===== src/rtl/s2da_pkg.sv =====
`timescale 1ns / 1ps

package s2da_pkg;

    localparam int VALUE_W    = 32;
    localparam int NUM_DIGITS = 10;
    localparam int BCD_W      = 4 * NUM_DIGITS;
    localparam int CNT_W      = 5;
    localparam int IDX_W      = 4;
    localparam int CHAR_W     = 6;

    localparam logic [CNT_W-1:0]  LAST_STEP  = CNT_W'(VALUE_W - 1);
    localparam logic [CHAR_W-1:0] CHAR_MINUS = 6'd45;
    localparam logic [CHAR_W-1:0] CHAR_ZERO  = 6'd48;

    typedef enum logic [2:0] {
        ST_IDLE,
        ST_CONVERT,
        ST_LOCATE,
        ST_SIGN,
        ST_DIGITS
    } t_state;

    typedef struct packed {
        logic load;
        logic step;
        logic locate;
        logic emit_sign;
        logic emit_digit;
    } t_dp_cmd;

    typedef struct packed {
        logic conv_done;
        logic is_neg;
        logic idx_zero;
    } t_dp_status;

endpackage


===== src/rtl/s2da_datapath.sv =====
`timescale 1ns / 1ps

module s2da_datapath (
    input  logic                          i_clk,
    input  logic [s2da_pkg::VALUE_W-1:0]  i_value,
    input  s2da_pkg::t_dp_cmd             i_cmd,
    output s2da_pkg::t_dp_status          o_status,
    output logic [s2da_pkg::CHAR_W-1:0]   o_char_code,
    output logic                          o_last
);
    import s2da_pkg::*;

    logic [VALUE_W-1:0] r_shift, n_shift;
    logic [BCD_W-1:0]   r_bcd,   n_bcd;
    logic               r_neg,   n_neg;
    logic [CNT_W-1:0]   r_cnt,   n_cnt;
    logic [IDX_W-1:0]   r_idx,   n_idx;

    logic [BCD_W-1:0]   bcd_adj;
    logic [IDX_W-1:0]   lead_idx;
    logic [3:0]         cur_digit;

    // Add 3 to every BCD digit of five or more before the shift.
    always_comb begin
        for (int i = 0; i < NUM_DIGITS; i++) begin
            if (r_bcd[4*i +: 4] >= 4'd5) begin
                bcd_adj[4*i +: 4] = r_bcd[4*i +: 4] + 4'd3;
            end else begin
                bcd_adj[4*i +: 4] = r_bcd[4*i +: 4];
            end
        end
    end

    // Position of the most significant nonzero digit; zero maps to digit 0.
    always_comb begin
        lead_idx = '0;
        for (int i = 0; i < NUM_DIGITS; i++) begin
            if (r_bcd[4*i +: 4] != 4'd0) begin
                lead_idx = IDX_W'(i);
            end
        end
    end

    always_comb begin
        n_shift = r_shift;
        n_bcd   = r_bcd;
        n_neg   = r_neg;
        n_cnt   = r_cnt;
        n_idx   = r_idx;
        if (i_cmd.load) begin
            n_neg   = i_value[VALUE_W-1];
            n_shift = i_value[VALUE_W-1] ? (VALUE_W'(0) - i_value) : i_value;
            n_bcd   = '0;
            n_cnt   = '0;
        end else if (i_cmd.step) begin
            n_bcd   = {bcd_adj[BCD_W-2:0], r_shift[VALUE_W-1]};
            n_shift = {r_shift[VALUE_W-2:0], 1'b0};
            n_cnt   = r_cnt + CNT_W'(1);
        end else if (i_cmd.locate) begin
            n_idx   = lead_idx;
        end else if (i_cmd.emit_digit) begin
            n_idx   = r_idx - IDX_W'(1);
        end
    end

    always_ff @(posedge i_clk) begin
        r_shift <= n_shift;
        r_bcd   <= n_bcd;
        r_neg   <= n_neg;
        r_cnt   <= n_cnt;
        r_idx   <= n_idx;
    end

    assign cur_digit = r_bcd[{r_idx, 2'b00} +: 4];

    assign o_char_code = i_cmd.emit_sign ? CHAR_MINUS : (CHAR_ZERO + {2'b00, cur_digit});
    assign o_last      = i_cmd.emit_digit && (r_idx == '0);

    assign o_status.conv_done = (r_cnt == LAST_STEP);
    assign o_status.is_neg    = r_neg;
    assign o_status.idx_zero  = (r_idx == '0);

endmodule


===== src/rtl/s2da_ctrl.sv =====
`timescale 1ns / 1ps

module s2da_ctrl (
    input  logic                  i_clk,
    input  logic                  i_rst_n,
    input  logic                  start,
    output logic                  busy,
    output logic                  o_valid,
    input  s2da_pkg::t_dp_status  i_status,
    output s2da_pkg::t_dp_cmd     o_cmd
);
    import s2da_pkg::*;

    t_state r_state, n_state;

    always_ff @(posedge i_clk) begin
        if (!i_rst_n) begin
            r_state <= ST_IDLE;
        end else begin
            r_state <= n_state;
        end
    end

    always_comb begin
        n_state = r_state;
        unique case (r_state)
            ST_IDLE: begin
                if (start) n_state = ST_CONVERT;
            end
            ST_CONVERT: begin
                if (i_status.conv_done) n_state = ST_LOCATE;
            end
            ST_LOCATE: begin
                n_state = i_status.is_neg ? ST_SIGN : ST_DIGITS;
            end
            ST_SIGN: begin
                n_state = ST_DIGITS;
            end
            ST_DIGITS: begin
                if (i_status.idx_zero) n_state = ST_IDLE;
            end
            default: begin
                n_state = ST_IDLE;
            end
        endcase
    end

    always_comb begin
        o_cmd   = '0;
        busy    = 1'b1;
        o_valid = 1'b0;
        unique case (r_state)
            ST_IDLE: begin
                busy       = 1'b0;
                o_cmd.load = start;
            end
            ST_CONVERT: begin
                o_cmd.step = 1'b1;
            end
            ST_LOCATE: begin
                o_cmd.locate = 1'b1;
            end
            ST_SIGN: begin
                o_cmd.emit_sign = 1'b1;
                o_valid         = 1'b1;
            end
            ST_DIGITS: begin
                o_cmd.emit_digit = 1'b1;
                o_valid          = 1'b1;
            end
            default: begin
                busy = 1'b1;
            end
        endcase
    end

endmodule


===== src/rtl/signed_int_to_decimal_ascii_unit.sv =====
`timescale 1ns / 1ps
// An accepted item runs through the 32 shift-add-3 steps of the binary-to-BCD converter,
// then a locate state that finds the leading digit, then gives one character per cycle,
// 1 to 11 in all.
// A new item is accepted only in idle, after the last character of the previous item.
// Reset: synchronous, active low; returns the controller to idle with busy low.
module signed_int_to_decimal_ascii_unit (
    input  logic                          i_clk,
    input  logic                          i_rst_n,
    input  logic                          start,
    output logic                          busy,
    input  logic signed [s2da_pkg::VALUE_W-1:0] i_value,
    output logic                          o_valid,
    output logic [s2da_pkg::CHAR_W-1:0]   o_char_code,
    output logic                          o_last
);
    import s2da_pkg::*;

    t_dp_cmd    dp_cmd;
    t_dp_status dp_status;

    s2da_ctrl u_ctrl (
        .i_clk    (i_clk),
        .i_rst_n  (i_rst_n),
        .start    (start),
        .busy     (busy),
        .o_valid  (o_valid),
        .i_status (dp_status),
        .o_cmd    (dp_cmd)
    );

    s2da_datapath u_datapath (
        .i_clk       (i_clk),
        .i_value     (i_value),
        .i_cmd       (dp_cmd),
        .o_status    (dp_status),
        .o_char_code (o_char_code),
        .o_last      (o_last)
    );

    // A character only ever leaves while an item is in flight.
    a_valid_busy: assert property (@(posedge i_clk) disable iff (!i_rst_n)
        o_valid |-> busy)
        else $error("character strobe while idle");

    // The last flag marks a strobed character.
    a_last_valid: assert property (@(posedge i_clk) disable iff (!i_rst_n)
        o_last |-> o_valid)
        else $error("last flag without a character");

    // After the final character the unit is idle again.
    a_last_idle: assert property (@(posedge i_clk) disable iff (!i_rst_n)
        (o_valid && o_last) |=> (!o_valid && !busy))
        else $error("unit not idle after last character");

    // An accepted item keeps the unit busy through conversion.
    a_start_busy: assert property (@(posedge i_clk) disable iff (!i_rst_n)
        (start && !busy) |=> (busy && !o_valid))
        else $error("accepted item did not start conversion");

endmodule


===== config.mk =====
export PLATFORM = sky130hd
export DESIGN_NAME = signed_int_to_decimal_ascii_unit
export DESIGN_NICKNAME = d
export VERILOG_FILES = /design/src/rtl/s2da_pkg.sv /design/src/rtl/s2da_datapath.sv /design/src/rtl/s2da_ctrl.sv /design/src/rtl/signed_int_to_decimal_ascii_unit.sv
export SDC_FILE = /design/constraint.sdc
export NUM_CORES = 1
export LEC_CHECK = 0
export BUFFER_PORTS_ARGS = -buffer_cell sky130_fd_sc_hd__buf_4
export CORE_MARGIN = 10
export CORE_UTILIZATION = 42
export CTS_CLUSTER_SIZE = 14
export DETAILED_ROUTE_END_ITERATION = 12
export GPL_ROUTABILITY_DRIVEN = 1
export MAX_ROUTING_LAYER = met4
export SLEW_MARGIN = 20
export SYNTH_ARGS = -nofsm -noshare
export SYNTH_HDL_FRONTEND = slang
export SYNTH_SLANG_ARGS = --single-unit

===== constraint.sdc =====
create_clock -name i_clk -period 3.45 [get_ports i_clk]
set_clock_uncertainty 0.1 [all_clocks]
set_input_delay 0.1725 -clock i_clk [delete_from_list [all_inputs] [get_ports i_clk]]
set_output_delay 0.1725 -clock i_clk [all_outputs]
set_load 0.05 [all_outputs]

==> metrics.md <==
| Metric | Value |
|---|---|
| Synth top area share | 21.1% |
| Starting DRT DRC Count | 206 |
| DP HPWL | 8720 um |
| Post-synth EDFFs | 37 |
| Capture point of the worst reg-to-reg path | u_datapath.r_shift[23] |
| Final #Nets | 684 |
| Seq pwr share | 46.0% |
| Final period utilization | 76.4% |
| Adder-Cell Fraction of Synth Area | 5.70% |
| Leakage | 2.26 nW |
| Clk_lat worst skew | 0.34 ns |
| Fmax | 379 MHz |
| Critical path arrival | 2.36 ns |
| Vias per cell | 5.44 |
| Synth Area in Simple Gates | 18.8% |
| CP Cell Sequence | mux4_2 > mux2i_1 > o22ai_1 > and2_1 > buf_4 |
| Bufs and invs on worst path | 1 |
| Worst setup path category | reg -> out |
| R2R setup slack | 1.09 ns |
| Status | completed |
| Yosys top cell by area | edfxtp_1 |
| Hold Fails Final Rpt | 0 |
| CP Depth | 5 |
| Net Count, Synth | 656 |
| CP required | 3.18 ns |
| Hold path endpoint | u_datapath.r_shift[28] |
| Clk root buf | clkbuf_16 |
| CTS Buffer Depth | 2 |
| Main combinational cell family by area after synthesis | simple AND/OR/NAND/NOR gates |
| Multiplexer share of the synthesized area | 5.56% |
| Pwr/cell area | 422 mW/mm^2 |
| Total number of vias | 4341 |
| Worst slew margin | 39.6% |
| Hold path startpoint | i_value[28] |
| DRT Pass-1 Iters | 4 |
| Clock sinks | 85 |
| Synth Flop Type | dfxtp_1 |
| Asr flop ratio synth | 0% |
| Post-synthesis cell area | 0.00527 mm^2 |
| YS warnings | 0 |
| Sequential-to-total area share from yosys stat | 39.3% |
| Initial antenna violation count | 0 |
| Final setup vio count | 0 |
| Delay-heaviest family, CP | flip-flops |
| CP max stage cell | edfxtp_1 |
| Total Routing Usage GR | 14.4% |
| Die height | 132 um |
| CTS tree | done |
| Max_cap viols | 0 |
| Syn Inst Count | 597 |
| Share of cells above drive strength 1 | 14.3% |
| Post-DRT Antenna Nets | 0 |
| Max Slew Vio Count | 0 |
| RR Startpoint | u_ctrl.r_state[2] |
| Setup tns final | 0 ns |
| Wire per inst | 15.5 um |
| Hold_ws | 0.0929 ns |
| Grt ovf | 0 |
| Clock power frac | 42.1% |
| Xor-xnor portion of the synthesized cell area | 8.31% |
| CP Launch Type | flip-flop |
| Commonest cells post-synth | 80 x nand2_1, 48 x dfxtp_1, 46 x a21oi_1 |
| CTS H-tree lvls | 3 |
| Synth Area in Compound Gates | 18.0% |
| Io pins | 44 |
| Final routed DRC violation total | 0 |
| Die Area | 0.0174 mm^2 |
| Worst reg2reg path depth | 4 |
| Worst path max stage delay | 0.81 ns |
| Switching share of total power | 24.4% |
| Site Rows | 40 |
| NetSw | 0.623 mW |
| Gate power share | 11.9% |
| Synth area leaders | edfxtp_1 21%, dfxtp_1 18%, xor2_1 5.8% |
| Peak supply drop | 0.000189 V |
| Worst Path Max Fanout | 14 |
| Diode count | 0 |
| Actual slew at the worst max-slew pin | 0.901 ns |
| Fill cell count | 1152 |
| Internal Pwr Total | 1.93 mW |
| CTS clk-pin slew, worst paths | 0.06 ns |
| First-pass GRT wire length | 20600 um |
| Die Wd | 132 um |
| Post-Syn Area per Cell | 8.83 um^2 |
| Crit end category | output pin |
| Hold WC Path Type | in -> reg |
| Final WL | 12400 um |
| GPL Wtd Cong | 0.862 |
| Number of global-route vias before repair | 4267 |
| RSZ-0062 raised after global routing | false |
| #FFs+latches synth | 85 |
| Fin crit period | 2.64 ns |
| Pin count of the biggest net entering global routing | 65 |
| Core area | 0.0122 mm^2 |
| Hold Path Cell Cnt | 3 |
| Top-count cell post-synth | nand2_1 |
| Initial Util | 43.3% |
| Syn-to-layout area delta | 15.1% |
| CTS buffer count | 9 |
| Port bufs | 42 |
| Yosys cell types | 48 |
==> metrics by stage <==
| step | area (um^2) | cells | setup WS (ns) | util (%) | power [mW] |
|---|---|---|---|---|---|
| global route | 6060 | 798 | 0.678 | 49.9 | 2.67 |
| detailed placement | 5720 | 781 | 0.965 | 47.0 | 1.51 |
| finish | 6060 | 798 | 0.814 | 49.9 | 2.56 |
| global placement | 5720 | 781 | 1.03 | 47.0 | 1.49 |
| CTS | 6060 | 798 | 0.803 | 49.9 | 2.60 |
| floorplan | 5270 | 597 | 0.982 | - | 1.39 |
==> cell families (layout without fill, tap and decap cells) <==
family                   after synthesis  count (layout)
AND/OR/NAND/NOR                      201             201
AO/OA/AOI/OAI                        159             159
flip-flops                            85              85
buffers and inverters                 58              91
XOR/XNOR                              50              50
adder cells (fa/ha/maj)               24              24
multiplexers                          19              19
other                                  1               1
==> tightest hold or removal path, cell delays in order <==
cell     delay [ns]
buf_4          0.09
xor2_1         0.06
o21ai_1        0.10
==> layout make-up <==
class                      instances  area [um^2]  area share, %
clock buffer                      11          254           4.19
clock inverter                     5         80.1           1.32
inverter                          27          101           1.67
multi-input combinational        454         2980           49.2
sequential                        85         2070           34.2
tap                              168          210           3.47
timing repair buffer              48          363           5.98
==> cell usage in the layout, fill, tap and decap left out, drive strengths merged, types with 8 or more instances in the layout <==
master,synthesis,routed
ha,24,24
nand2,80,80
nand2b,13,13
nor2,39,39
mux4,8,8
xor2,35,35
clkbuf,24,11
edfxtp,37,37
buf,7,47
xnor2,15,15
o41ai,8,8
dfxtp,48,48
nand3,30,30
inv,27,28
a21oi,46,46
nor3b,9,9
o31ai,14,14
o21ai,70,70
mux2i,9,9
==> worst max-delay path by stage <==
stage	end	start	slack, ns
after floorplan	u_datapath.r_shift[0]	u_ctrl.r_state[2]	0.98
after global placement	u_datapath.r_shift[26]	i_value[0]	1.03
after detailed placement	u_datapath.r_shift[26]	i_value[0]	0.96
after CTS	o_char_code[1]	u_datapath.r_idx[0]	0.80
after global routing	o_char_code[1]	u_datapath.r_idx[0]	0.68
final	o_char_code[1]	u_datapath.r_idx[0]	0.81
==> metal layers <==
metal	routed length [um]	GRT usage, %	up-vias
met5	0	-	-
met4	210	5.62	0
met3	424	2.32	15
met2	5840	22.5	70
met1	5890	18.1	2068
li1	-	-	2188
==> state kept, by name, indices dropped and copies added, names as in the netlist <==
register / cells
u_datapath.r_bcd: 40
u_datapath.r_shift: 32
u_datapath.r_cnt: 5
u_ctrl.r_state: 3
u_datapath.r_idx: 4
u_datapath.r_neg: 1
==> timing repair <==
| item | CTS | global route |
|---|---|---|
| hold endpoints to repair | 1 | 0 |
| buffers inserted | 0 | 0 |
| resized for setup | 0 | 0 |
| hold buffers | 1 | 0 |
==> power groups by stage <==
| stage | Combinational [mW] | Clock (mW) | Sequential (mW) |
|---|---|---|---|
| 2_1_floorplan | 0.202 | 0 | 1.19 |
| 3_3_place_gp | 0.299 | 0 | 1.20 |
| 3_5_place_dp | 0.307 | 0 | 1.20 |
| 4_1_cts | 0.308 | 1.11 | 1.18 |
| 5_1_grt | 0.340 | 1.15 | 1.18 |
| 6_report | 0.304 | 1.08 | 1.18 |
No activity file was read; power rests on OpenSTA's default activity.
